--- src/multi_channel_watchdog_table_macros.svh ---
// ----------------------------------------------------------------------------
// Multi-channel watchdog table assertion macros
// Shared concurrent assertion forms, clocked on clk, disabled in reset.
// ----------------------------------------------------------------------------
`ifndef MULTI_CHANNEL_WATCHDOG_TABLE_MACROS_SVH
`define MULTI_CHANNEL_WATCHDOG_TABLE_MACROS_SVH

// same-cycle implication
`define MCWT_ASSERT_NOW(label, ante, cons) \
	label: assert property (@(posedge clk) disable iff (!arst_n) (ante) |-> (cons)) \
		else $error("mcwt assertion failed");

// next-cycle implication
`define MCWT_ASSERT_NEXT(label, ante, cons) \
	label: assert property (@(posedge clk) disable iff (!arst_n) (ante) |=> (cons)) \
		else $error("mcwt assertion failed");

`endif

--- src/mcwt_pkg.sv ---
// ----------------------------------------------------------------------------
// Multi-channel watchdog table package
// Table size, request and status codes, controller/datapath interface types.
// ----------------------------------------------------------------------------
`timescale 1ns / 1ps

package mcwt_pkg;

	// table geometry
	localparam int ENTRIES = 8;
	localparam int IDX_W   = (ENTRIES > 1) ? $clog2(ENTRIES) : 1;

	// field widths
	localparam int KIND_W   = 2;
	localparam int ID_W     = 16;
	localparam int TICK_W   = 32;
	localparam int STATUS_W = 2;
	localparam int IN_W     = 48;
	localparam int OUT_W    = 8;

	// request kinds
	localparam logic [KIND_W-1:0] KIND_START = 2'd0;
	localparam logic [KIND_W-1:0] KIND_FEED  = 2'd1;
	localparam logic [KIND_W-1:0] KIND_QUERY = 2'd2;
	localparam logic [KIND_W-1:0] KIND_TICK  = 2'd3;

	// result status codes
	localparam logic [STATUS_W-1:0] STATUS_OK      = 2'd0;
	localparam logic [STATUS_W-1:0] STATUS_INVALID = 2'd1;
	localparam logic [STATUS_W-1:0] STATUS_FULL    = 2'd2;

	// controller to datapath commands
	typedef struct packed {
		logic load;  // capture input word, reset walk
		logic step;  // evaluate current entry, advance index
		logic emit;  // move result into output register
	} mcwt_cmd_t;

	// datapath to controller status
	typedef struct packed {
		logic walk_done;  // current step ends the table walk
		logic walk_last;  // current step is at the last entry
	} mcwt_stat_t;

endpackage

--- src/mcwt_ctrl.sv ---
// ----------------------------------------------------------------------------
// Watchdog table controller
// Sequences accept, table walk and result hand-off for one word at a time.
// ----------------------------------------------------------------------------
`timescale 1ns / 1ps

module mcwt_ctrl (
	input  logic                clk,
	input  logic                arst_n,
	input  logic                in_valid,
	output logic                in_ready,
	output logic                out_valid,
	input  logic                out_ready,
	input  mcwt_pkg::mcwt_stat_t stat,
	output mcwt_pkg::mcwt_cmd_t  cmd
);
	import mcwt_pkg::*;

	localparam logic [1:0] S_IDLE = 2'd0;
	localparam logic [1:0] S_WALK = 2'd1;
	localparam logic [1:0] S_HOLD = 2'd2;

	logic [1:0] state_q;
	logic [1:0] state_nxt;
	logic       out_valid_q;

	// next state and commands
	always_comb begin
		cmd       = '0;
		state_nxt = state_q;
		case (state_q)
			S_IDLE: begin
				if (in_valid) begin
					cmd.load  = 1'b1;
					state_nxt = S_WALK;
				end
			end
			S_WALK: begin
				cmd.step = 1'b1;
				if (stat.walk_done || stat.walk_last) begin
					state_nxt = S_HOLD;
				end
			end
			S_HOLD: begin
				if (!out_valid_q || out_ready) begin
					cmd.emit  = 1'b1;
					state_nxt = S_IDLE;
				end
			end
			default: begin
				state_nxt = S_IDLE;
			end
		endcase
	end

	always_ff @(posedge clk or negedge arst_n) begin
		if (!arst_n) begin
			state_q <= S_IDLE;
		end else begin
			state_q <= state_nxt;
		end
	end

	// output word valid flag
	always_ff @(posedge clk or negedge arst_n) begin
		if (!arst_n) begin
			out_valid_q <= 1'b0;
		end else if (cmd.emit) begin
			out_valid_q <= 1'b1;
		end else if (out_ready) begin
			out_valid_q <= 1'b0;
		end
	end

	assign in_ready  = (state_q == S_IDLE);
	assign out_valid = out_valid_q;

endmodule

--- src/mcwt_dp.sv ---
// ----------------------------------------------------------------------------
// Watchdog table datapath
// Entry table, tick counter, per-entry match and expiry logic, result register.
// ----------------------------------------------------------------------------
`timescale 1ns / 1ps

module mcwt_dp (
	input  logic                            clk,
	input  logic                            arst_n,
	input  mcwt_pkg::mcwt_cmd_t             cmd,
	input  logic [mcwt_pkg::KIND_W-1:0]     in_kind,
	input  logic [mcwt_pkg::ID_W-1:0]       in_client_id,
	input  logic [mcwt_pkg::TICK_W-1:0]     in_period,
	output mcwt_pkg::mcwt_stat_t            stat,
	output logic [mcwt_pkg::OUT_W-1:0]      out_data
);
	import mcwt_pkg::*;

	// captured request
	logic [KIND_W-1:0]   kind_q;
	logic [ID_W-1:0]     id_q;
	logic [TICK_W-1:0]   period_q;
	logic [IDX_W-1:0]    idx_q;
	logic [STATUS_W-1:0] status_q;
	logic                expired_q;
	logic [TICK_W-1:0]   tick_q;

	// table
	logic [ENTRIES-1:0]  used_q;
	logic [ID_W-1:0]     client_q [ENTRIES];
	logic [TICK_W-1:0]   tperiod_q [ENTRIES];
	logic [TICK_W-1:0]   last_q [ENTRIES];

	// result register
	logic [STATUS_W-1:0] out_status_q;
	logic                out_expired_q;

	// per-entry evaluation
	logic              skip;
	logic              match;
	logic              claim;
	logic              found;
	logic              is_last;
	logic [TICK_W-1:0] age;
	logic              timed_out;

	always_comb begin
		skip      = (kind_q == KIND_TICK) || ((kind_q == KIND_START) && (id_q == '0));
		match     = used_q[idx_q] && (client_q[idx_q] == id_q);
		claim     = (kind_q == KIND_START) && !skip && !used_q[idx_q];
		found     = (kind_q == KIND_QUERY) && match;
		is_last   = (idx_q == IDX_W'(ENTRIES - 1));
		age       = tick_q - last_q[idx_q];
		timed_out = (age > tperiod_q[idx_q]);
	end

	assign stat.walk_done = skip || claim || found;
	assign stat.walk_last = is_last;

	// request capture, walk index, running result
	always_ff @(posedge clk or negedge arst_n) begin
		if (!arst_n) begin
			idx_q     <= '0;
			status_q  <= STATUS_OK;
			expired_q <= 1'b0;
			kind_q    <= KIND_TICK;
		end else if (cmd.load) begin
			idx_q     <= '0;
			kind_q    <= in_kind;
			expired_q <= 1'b0;
			if (in_kind == KIND_START) begin
				status_q <= (in_client_id == '0) ? STATUS_INVALID : STATUS_FULL;
			end else begin
				status_q <= STATUS_OK;
			end
		end else if (cmd.step) begin
			idx_q <= idx_q + IDX_W'(1);
			if (claim) begin
				status_q <= STATUS_OK;
			end
			if (found) begin
				expired_q <= timed_out;
			end
		end
	end

	// payload capture
	always_ff @(posedge clk) begin
		if (cmd.load) begin
			id_q     <= in_client_id;
			period_q <= in_period;
		end
	end

	// tick counter, advanced by tick requests
	always_ff @(posedge clk or negedge arst_n) begin
		if (!arst_n) begin
			tick_q <= '0;
		end else if (cmd.load && (in_kind == KIND_TICK)) begin
			tick_q <= tick_q + TICK_W'(1);
		end
	end

	// entry occupancy
	always_ff @(posedge clk or negedge arst_n) begin
		if (!arst_n) begin
			used_q <= '0;
		end else if (cmd.step && claim) begin
			used_q[idx_q] <= 1'b1;
		end
	end

	// entry contents, written at the walk index
	always_ff @(posedge clk) begin
		if (cmd.step) begin
			if (claim) begin
				client_q[idx_q]  <= id_q;
				tperiod_q[idx_q] <= period_q;
				last_q[idx_q]    <= tick_q;
			end else if ((kind_q == KIND_FEED) && match) begin
				last_q[idx_q] <= tick_q;
			end
		end
	end

	// result register
	always_ff @(posedge clk) begin
		if (cmd.emit) begin
			out_status_q  <= status_q;
			out_expired_q <= expired_q;
		end
	end

	assign out_data = {{(OUT_W - STATUS_W - 1){1'b0}}, out_expired_q, out_status_q};

endmodule

--- src/multi_channel_watchdog_table.sv ---
// A result word is offered after its request is accepted, once the controller has walked the
// table entries in order to the end of the walk and handed the result on; output stalls add to it.
// One request at a time: no new request is accepted until the walk and the hand-off are done.
// Tick requests and start with id zero end the walk at the first entry.
// Reset (arst_n low) clears the tick counter, all entry used bits and the output valid.
// ----------------------------------------------------------------------------
// Multi-channel watchdog table
// Table of per-client watchdog entries with start, feed, query and tick requests.
// ----------------------------------------------------------------------------
`timescale 1ns / 1ps

`include "multi_channel_watchdog_table_macros.svh"

module multi_channel_watchdog_table (
	input  logic                          clk,
	input  logic                          arst_n,
	input  logic                          s_axis_tvalid,
	output logic                          s_axis_tready,
	input  logic [mcwt_pkg::IN_W-1:0]     s_axis_tdata,   // [15:0] client_id, [47:16] timeout_period
	input  logic [mcwt_pkg::KIND_W-1:0]   s_axis_tuser,   // [1:0] kind
	output logic                          m_axis_tvalid,
	input  logic                          m_axis_tready,
	output logic [mcwt_pkg::OUT_W-1:0]    m_axis_tdata    // [1:0] status, [2] expired, [7:3] zero
);
	import mcwt_pkg::*;

	mcwt_cmd_t  cmd;
	mcwt_stat_t stat;

	// output word fields, for checking
	logic [STATUS_W-1:0] out_status;
	logic                out_expired;
	logic                status_known;

	mcwt_ctrl u_ctrl (
		.clk       (clk),
		.arst_n    (arst_n),
		.in_valid  (s_axis_tvalid),
		.in_ready  (s_axis_tready),
		.out_valid (m_axis_tvalid),
		.out_ready (m_axis_tready),
		.stat      (stat),
		.cmd       (cmd)
	);

	mcwt_dp u_dp (
		.clk          (clk),
		.arst_n       (arst_n),
		.cmd          (cmd),
		.in_kind      (s_axis_tuser),
		.in_client_id (s_axis_tdata[ID_W-1:0]),
		.in_period    (s_axis_tdata[ID_W+TICK_W-1:ID_W]),
		.stat         (stat),
		.out_data     (m_axis_tdata)
	);

	assign out_status   = m_axis_tdata[STATUS_W-1:0];
	assign out_expired  = m_axis_tdata[STATUS_W];
	assign status_known = out_status inside {STATUS_OK, STATUS_INVALID, STATUS_FULL};

	// result register never overwritten while a word is still pending
	`MCWT_ASSERT_NOW(a_emit_free, cmd.emit, (!m_axis_tvalid || m_axis_tready))
	// one request in flight: no accept in the cycle after an accept
	`MCWT_ASSERT_NEXT(a_one_inflight, (s_axis_tvalid && s_axis_tready), !s_axis_tready)
	// expiry is only reported together with an ok status
	`MCWT_ASSERT_NOW(a_expired_ok, (m_axis_tvalid && out_expired), (out_status == STATUS_OK))
	// status is always a defined code
	`MCWT_ASSERT_NOW(a_status_code, m_axis_tvalid, status_known)

endmodule
--- config.mk ---
export PLATFORM = sky130hd
export DESIGN_NAME = multi_channel_watchdog_table
export DESIGN_NICKNAME = d
export VERILOG_FILES = /design/src/mcwt_pkg.sv /design/src/mcwt_ctrl.sv /design/src/mcwt_dp.sv /design/src/multi_channel_watchdog_table.sv
export VERILOG_INCLUDE_DIRS = /design/src /design/src/src
export SDC_FILE = /design/constraint.sdc
export NUM_CORES = 1
export LEC_CHECK = 0
export BUFFER_PORTS_ARGS = -buffer_cell sky130_fd_sc_hd__buf_2
export CAP_MARGIN = 15
export CORE_MARGIN = 2
export CORE_UTILIZATION = 31
export CTS_CLUSTER_SIZE = 30
export DETAILED_ROUTE_END_ITERATION = 10
export SYNTH_ARGS = -nofsm -noshare
export SYNTH_HDL_FRONTEND = slang
export SYNTH_SLANG_ARGS = --single-unit
--- constraint.sdc ---
create_clock -name clk -period 16.3 [get_ports clk]
set_clock_uncertainty 0.2 [all_clocks]
set_input_delay 2.445 -clock clk [delete_from_list [all_inputs] [get_ports clk]]
set_output_delay 2.445 -clock clk [all_outputs]
set_load 0.005 [all_outputs]
==> metrics.md, run 1 <==
| Metric | Value |
|---|---|
| Layout fillers | `8897` |
| Flop pwr share | `41.4%` |
| Relative slew slack | `32.71%` |
| DIE AREA | `97810 µm²` |
| Cell count after synthesis | `1749` |
| Post-synth ARST share | `a little under 7%` |
| Critical path launch point type | `flop` |
| GRT overflow | `0` |
| Footprint of the multi-input gates | `7247 µm²` |
| Residual DRC | `0` |
| Diode count | `0` |
| Vias in the first global route | `between 15k and 20k` |
| Final worst path period share | `a little under half` |
| Seq/Total Area, Yosys | `between 70% and 80%` |
| Share of Yosys cell area claimed by the top area cell type | `70.22%` |
| Ys flop type | `edfxtp_1` |
| Max Root-Sink Buffers | `3` |
| WHS | `0.2715 ns` |
| Post-synth cell types | `80` |
| Port Buffer Count | `58` |
| Pwr dens | `168.3 nW/µm²` |
| GP Congestion | `approximately 0.8` |
| Post-CTS Setup Inserts | `0` |
| WL/cell | `22.94 µm` |
| Post-synth EDFFs | `691` |
| Post-route ant nets | `0` |
| Clock power share | `29.3%` |
| Area contributors post-synth | `edfxtp_1 (70%), dfrtp_1 (4.1%), ha_1 (2.8%)` |
| Vias | `16.41k` |
| Crit path largest cell delay | `0.62 ns` |
| Status | `complete, no violations` |
| Hold Vio Cnt, Final | `0` |
| Switching Share | `32.88%` |
| # rows | `between 100 and 150` |
| Yosys warns | `0` |
| Post-synthesis cell type with the largest combined area | `edfxtp_1` |
| Total GRT Usage | `14.64%` |
| WL final | `72640 µm` |
| Worst Hold Depth | `1` |
| Final HPWL DP | `41430 µm` |
| Final net count | `1967` |
| PnR worst setup slack | `8.900 ns` |
| Die W | `about 310 µm` |
| R2R cell count | `26` |
| Mapped Area | `29550 µm²` |
| Flip-flop and latch area | `22030 µm²` |
| Synth-to-layout area growth | `14.64%` |
| CP most frequent cell | `nand4_1` |
| FF+latch count, synth | `between 700 and 800` |
| Clock sinks | `742` |
| Vias per inst | `5.182` |
| Worst-Skew Late Latency | `0.63 ns` |
| Crit path max-delay family | `compound AO/OA/AOI/OAI gates` |
| LEAKAGE | `0.01115 µW` |
| Post-layout minimum cycle time | `7.400 ns` |
| Antenna violations before repair | `0` |
| Nature of the critical path endpoint | `flop` |
| IO Pins | `64` |
| Area of the core | `between 90000 and 100000 µm²` |
| Worst Path Required | `around 17 ns` |
| Max_cap viols | `0` |
| Clock transition at the registers of the reported paths | `0.06 ns` |
| Initial Util | `between 30% and 40%` |
| WP buf/inv | `4` |
| Root Buffer Master | `clkbuf_16` |
| CTS resizes | `0` |
| CTS tree | `yes` |
| Worst Tran Pin Value | `approximately 1 ns` |
| Initial DRC Count | `1426` |
| H-tree levels | `3` |
| Crit path kind | `flop to flop` |
| Final slew viol count | `0` |
| Worst slack at placement | `8.874 ns` |
| Comb pwr share | `29.3%` |
| Critical path arrival | `7.70 ns` |
| Most frequent cells in the layout | `edfxtp_1 (691), a22oi_1 (109), a221oi_1 (82), clkbuf_16 (73), ha_1 (67)` |
| Levels on crit path | `26` |
| Slowest library cell on the worst path | `dfrtp_2` |
| Pint | `3828 µW` |
| Placed Instances | `3035` |
| Commonest non-fill, non-tap cell in the layout | `edfxtp_1` |
| Average cell area after synthesis | `between 15 and 20 µm²` |
| Critical Path Fanout Max | `31` |
| Peak VDD IR | `0.1329 mV` |
| Switching pwr | `1875 µW` |
| Largest net degree at the start of global routing | `52` |
| 1st-pass router iterations | `7` |
| First-pass GRT wire length | `108300 µm` |
| CTS buffer count | `73` |
| Post-CTS Hold Buffers | `0` |
| Final instance count without filler cells | `around 3.2k` |
| Final number of setup-violating endpoints | `0` |
| Final TNS setup | `0 ns` |
| RSZ-0062 raised after global routing | `no` |
| Die height | `312.7 µm` |
| Highest clock rate | `135.1 MHz` |
| Hold Path Class | `flop to flop` |
| Share of cells above drive strength 1 | `14.99%` |
==> metal layers <==
| metal | GRT usage (%) | up-vias | wire length (µm) |
|---|---|---|---|
| met4 | 6.340 | 0 | 2553 |
| met3 | 2.058 | 116 | 4008 |
| li1 | - | 7307 | - |
| met5 | 0 | - | 0 |
| met2 | 24.79 | 533 | 35500 |
| met1 | 18.78 | 8449 | 30570 |
==> sequential cells by signal, summed over array words and instances (netlist names), 3 cells and up <==
register and flops:
u_dp.last_q 256, u_dp.tperiod_q 256, u_dp.client_q 128, u_dp.period_q 32, u_dp.tick_q 32, u_dp.id_q 16, u_dp.used_q 8, u_dp.idx_q 3
==> cell usage after synthesis (all sizes together), types with 3 or more instances <==
master and count:
edfxtp 691, a22oi 110, a221oi 83, ha 67, nand2 61, nor2 61, xnor2 53, and3 52
a21oi 50, dfrtp 49, a22o 48, clkbuf 46, mux2 39, buf 34, mux2i 29, a21o 23
nand4 23, o21ai 23, nand3 22, xor2 22, inv 16, nor3 14, nor4 14, mux4 12
nor2b 10, or2 10, a211oi 8, o211ai 6, o21bai 6, a221o 5, o21a 5, o221ai 5
o22ai 5, and4 4, nand2b 3, or4 3
==> power by group through the flow <==
stage / combinational (µW) / sequential [µW] / clock, µW
2_1_floorplan: 1160 / 2340 / 0
3_3_place_gp: 1660 / 2390 / 0
3_5_place_dp: 1670 / 2400 / 0
4_1_cts: 1680 / 2360 / 1700
5_1_grt: 1850 / 2380 / 1770
6_report: 1670 / 2360 / 1670
==> cell type report <==
| cell class | instances | area share, % |
|---|---|---|
| inverter | 16 | 0.1773 |
| sequential | 742 | 65.05 |
| clock buffer | 92 | 5.692 |
| tap | 1265 | 4.672 |
| multi-input combinational | 915 | 21.39 |
| timing repair buffer | 97 | 1.721 |
| clock inverter | 39 | 1.300 |
==> worst paths after layout <==
kind | from | endpoint | slack (ns)
setup / recovery | u_dp.idx_q[0] | u_dp.expired_q | 8.90
min in group asynchronous | arst_n | u_dp.tick_q[21] | 1.80
hold reg to reg | u_dp.used_q[3] | u_dp.used_q[3] | 0.27
setup reg to reg | u_dp.idx_q[0] | u_dp.expired_q | 8.90
max in group asynchronous | arst_n | u_dp.idx_q[2] | 13.46
hold / removal | u_dp.used_q[3] | u_dp.used_q[3] | 0.27
==> through the flow <==
stage               util (%)  total power (µW)  area, µm²
finish                 35.76              5703      33880
global route           35.76              5996      33880
CTS                    35.76              5740      33880
detailed placement     33.26              4068      31510
global placement       33.26              4050      31510
floorplan                  -              3499      29570
==> worst reg2reg max path: stages (launching register included) <==
cell	delay (ns)
dfrtp_2	0.62
inv_2	0.12
buf_4	0.42
nand2_1	0.50
nor2_4	0.58
buf_4	0.50
a22oi_1	0.12
nand4_1	0.11
ha_1	0.18
inv_1	0.06
fa_1	0.40
a21o_1	0.19
a221o_1	0.34
a221o_1	0.40
a21oi_1	0.26
o31ai_1	0.20
a21o_1	0.23
a21oi_1	0.14
o21ai_0	0.11
xor2_1	0.16
ha_1	0.31
nand4_1	0.07
or2_2	0.29
nor3_1	0.27
nand4_1	0.12
o311ai_0	0.29
o21ai_1	0.09
==> kinds of logic (layout without fill, tap and decap cells) <==
| group | count (synthesis) | count (layout) | share of synthesized area [%] |
|---|---|---|---|
| DFF | 742 | 742 | 74.54 |
| AOI/OAI and AO/OA | 401 | 401 | 10.38 |
| muxes | 80 | 80 | 3.396 |
| xor gates and xnor gates | 75 | 75 | 2.223 |
| buffers and inverters | 96 | 244 | 1.533 |
| other | 1 | 5 | 0.01269 |
| and+or+nand+nor | 286 | 286 | 5.005 |
| adders and majority gates | 68 | 68 | 2.905 |
Note: power is estimated with default switching activity, not from simulation.
==> inputs of run 2 (changes only) <==
--- a/config.mk
+++ b/config.mk
@@ -6,6 +6,7 @@
 export SDC_FILE = /design/constraint.sdc
 export NUM_CORES = 1
 export LEC_CHECK = 0
+export ABC_AREA = 1
 export BUFFER_PORTS_ARGS = -buffer_cell sky130_fd_sc_hd__buf_2
 export CAP_MARGIN = 15
 export CORE_MARGIN = 2
==> constraint.sdc (replaced) <==
create_clock -name clk -period 6.1 [get_ports clk]
set_clock_uncertainty 0.2 [all_clocks]
set_input_delay 0.915 -clock clk [delete_from_list [all_inputs] [get_ports clk]]
set_output_delay 0.915 -clock clk [all_outputs]
set_load 0.005 [all_outputs]
==> run 2 against run 1 <==
Compared with the run above: flip-flop and latch count stayed put; wire length is 7.4% higher; design area is 4.4% higher; hold slack worse by 0.029 ns; combinational power grew to 3.0 times the previous value; via count is 15% higher.
==> metrics.md, run 2 <==
| Metric | Value |
|---|---|
| Max_cap viols | `0 (unchanged)` |
| Post-synth ARST share | `6.873% (unchanged)` |
| Mapped Area | `30780 µm² (+4.2%)` |
| LEAKAGE | `0.01331 µW (+19%)` |
| RSZ-0062 raised after global routing | `no` |
| Critical path launch point type | `flop` |
| Post-synth cell types | `52 (-35%)` |
| CP Cell Sequence | `nor2_1 -> nand2_1 -> inv_4 -> buf_4 -> a221oi_1 -> nand4_1 -> inv_1 -> ha_1 -> a21oi_1 -> o21ai_0 -> o21bai_1 -> a221oi_1 -> o21ai_0 -> xnor2_1 -> ha_1 -> nand4_1 -> nor4_1 -> inv_1 -> nor4_1 -> nand3_1 -> nand2_1 -> nor2_1 -> nand3_1 -> nand2_1` |
| Final slew viol count | `0 (unchanged)` |
| Cell count after synthesis | `2377 (+36%)` |
| Top flop regs | `u_dp.last_q: 256 flops, u_dp.tperiod_q: 256 flops, u_dp.client_q: 128 flops` |
| Max Root-Sink Buffers | `3 (unchanged)` |
| Diode count | `0 (unchanged)` |
| Area contributors post-synth | `edfxtp_1 (67%), nand2_1 (8.0%), dfrtp_1 (4.0%)` |
| WP buf/inv | `4 (unchanged)` |
| Post-route cell area | `35370 µm² (+4.4%)` |
| Post-route ant nets | `0 (unchanged)` |
| WL/cell | `20.32 µm (-11%)` |
| IO Pins | `64 (unchanged)` |
| CP most frequent cell | `nand2_1` |
| Crit path kind | `flop to flop` |
| Peak VDD IR | `0.2851 mV (+110%)` |
| Worst Tran Pin Value | `1.031 ns (+0.03134 ns)` |
| Post-synth EDFFs | `691 (unchanged)` |
| Critical Path Fanout Max | `25 (-19%)` |
| Clock sinks | `742 (unchanged)` |
| WL final | `77990 µm (+7.4%)` |
| Most frequent cells in the layout | `edfxtp_1 (691), nand2_1 (657), inv_1 (160), nor2_1 (78), clkbuf_16 (77)` |
| Vias per inst | `4.930 (-4.9%)` |
| Final HPWL DP | `46390 µm (+12%)` |
| # rows | `115 (+1.8%)` |
| Slowest library cell on the worst path | `dfrtp_1` |
| Critical path arrival | `5.96 ns (-1.74 ns)` |
| Worst Path Required | `6.43 ns (-10.17 ns)` |
| Worst-Skew Late Latency | `0.64 ns (about the same)` |
| Post-synthesis cell type with the largest combined area | `edfxtp_1` |
| WHS | `0.2429 ns (-0.02861 ns)` |
| Reg-to-reg endpoint | `u_dp.expired_q` |
| Residual DRC | `0 (unchanged)` |
| Final TNS setup | `0 ns (unchanged)` |
| Hold Vio Cnt, Final | `0 (unchanged)` |
| Post-layout minimum cycle time | `5.630 ns (-1.770 ns)` |
| Most frequent cell after synthesis | `edfxtp_1` |
| CTS tree | `yes` |
| FF+latch count, synth | `742 (unchanged)` |
| Status | `complete, no violations` |
| Post-CTS Hold Buffers | `0 (unchanged)` |
| GP Congestion | `0.9345 (+14%)` |
| Vias in the first global route | `18.67k (+9.5%)` |
| Hold Path Class | `input port to async pin` |
| Placed cell area | `32810 µm² (+4.1%)` |
| H-tree levels | `3 (unchanged)` |
| R2R cell count | `24 (-7.7%)` |
| Reg-to-Reg Start | `u_dp.idx_q[1]` |
| Post-CTS Setup Inserts | `0 (unchanged)` |
| CP endpoint | `u_dp.expired_q` |
| CP Launch Point | `u_dp.idx_q[1]` |
| Crit path max-delay family | `simple AND/OR/NAND/NOR gates` |
| Seq/Total Area, Yosys | `71.57% (-3.0 points)` |
| Synth-to-layout area growth | `14.92%` |
| 1st-pass router iterations | `6 (-1)` |
| Initial Util | `31.28% (+0.080 points)` |
| Final net count | `2610 (+33%)` |
| Vias | `18.92k (+15%)` |
| Relative slew slack | `31.07% (-1.6 points)` |
| Nature of the critical path endpoint | `flop` |
| Commonest non-fill, non-tap cell in the layout | `edfxtp_1` |
| Final worst path period share | `92.30% (+47 points)` |
| Average cell area after synthesis | `12.95 µm² (-23%)` |
| Share of Yosys cell area claimed by the top area cell type | `67.41% (-2.8 points)` |
| Area of the core | `98420 µm² (+3.9%)` |
| First-pass GRT wire length | `117400 µm (+8.4%)` |
| Die height | `319.1 µm (+2.0%)` |
| Yosys warns | `0 (unchanged)` |
| Share of cells above drive strength 1 | `11.02% (-4.0 points)` |
| Top cells by count, synth | `edfxtp_1 (691), nand2_1 (657), inv_1 (160)` |
| Crit path largest cell delay | `0.59 ns (-0.03 ns)` |
| Worst reg-to-reg setup slack | `0.47 ns (-8.43 ns)` |
| Die W | `319.1 µm (+2.0%)` |
| Port Buffer Count | `58 (unchanged)` |
| Levels on crit path | `24 (-7.7%)` |
| Ys flop type | `edfxtp_1` |
| Clock transition at the registers of the reported paths | `0.06 ns (about the same)` |
| Root Buffer Master | `clkbuf_16` |
| Total GRT Usage | `15.13% (+0.49 points)` |
| GRT overflow | `0 (unchanged)` |
| Largest net degree at the start of global routing | `65 (+25%)` |
| CTS buffer count | `76 (+4.1%)` |
| DIE AREA | `101800 µm² (+4.1%)` |
| Final number of setup-violating endpoints | `0 (unchanged)` |
| Initial DRC Count | `1655 (+16%)` |
| Antenna violations before repair | `2 (+2)` |
| Highest clock rate | `177.6 MHz (+31%)` |
| Pwr dens | `454.8 nW/µm² (+170%)` |
[run 2: logic make-up after synthesis]
family	count (synthesis)	synth area share, %
adder cells (fa/ha/maj)	68	2.788
AND/OR/NAND/NOR	931	13.08
XOR/XNOR	61	1.736
AO/OA/AOI/OAI	320	7.272
other	1	0.01218
buffers and inverters	254	3.545
flip-flops	742	71.57
[run 2: worst min path at each step]
| stage | to | slack, ns | cells past startpoint |
|---|---|---|---|
| after global routing | u_dp.period_q[2] | 0.24 | 1 |
| after floorplan | u_dp.used_q[6] | 0.22 | 2 |
| after global placement | u_dp.out_status_q[1] | 0.23 | 0 |
| final | u_dp.tick_q[19] | 0.24 | 2 |
| after CTS | u_dp.period_q[11] | 0.23 | 1 |
| after detailed placement | u_dp.out_status_q[1] | 0.25 | 0 |
[run 2: per-stage QoR]
step | setup slack [ns] | instances | power (µW) | util [%]
final | 0.4698 | 3838 | 16090 | 35.94
after global routing | 0.03203 | 3838 | 17030 | 35.94
after CTS | 0.3947 | 3838 | 16180 | 35.94
after detailed placement | 0.3888 | 3697 | 11410 | 33.34
after global placement | 0.6218 | 3697 | 11380 | 33.34
after floorplan | 1.180 | 2381 | 9760 | -
[run 2: routing by layer]
layer / part of all wire (%) / track usage, % / up-vias
met5: 0.021 / 0 / -
met4: 1.9 / 3.941 / 2
met1: 46 / 21.51 / 9392
met2: 47 / 24.26 / 611
met3: 5.9 / 2.172 / 97
li1: - / - / 8819
[run 2: report_power, final]
part | internal [µW] | switching (µW)
sequential | 6010 | 297
combinational | 1660 | 3350
clock | 2770 | 2000
total | 10400 | 5650
[run 2: what timing repair did]
action                                  CTS  global route
hold endpoints to repair                  0             0
gates resized for setup                   0             3
endpoints found under the setup margin    0             1
[run 2: area by class of cell]
type / instances / area (µm²)
Clock inverter: 41 / 526.8
Fill cell: 9505 / 63050
Tap cell: 1287 / 1610
Timing Repair Buffer: 112 / 745.7
Inverter: 171 / 645.6
Sequential cell: 742 / 22030
Multi-Input combinational cell: 1385 / 7782
Clock buffer: 100 / 2033
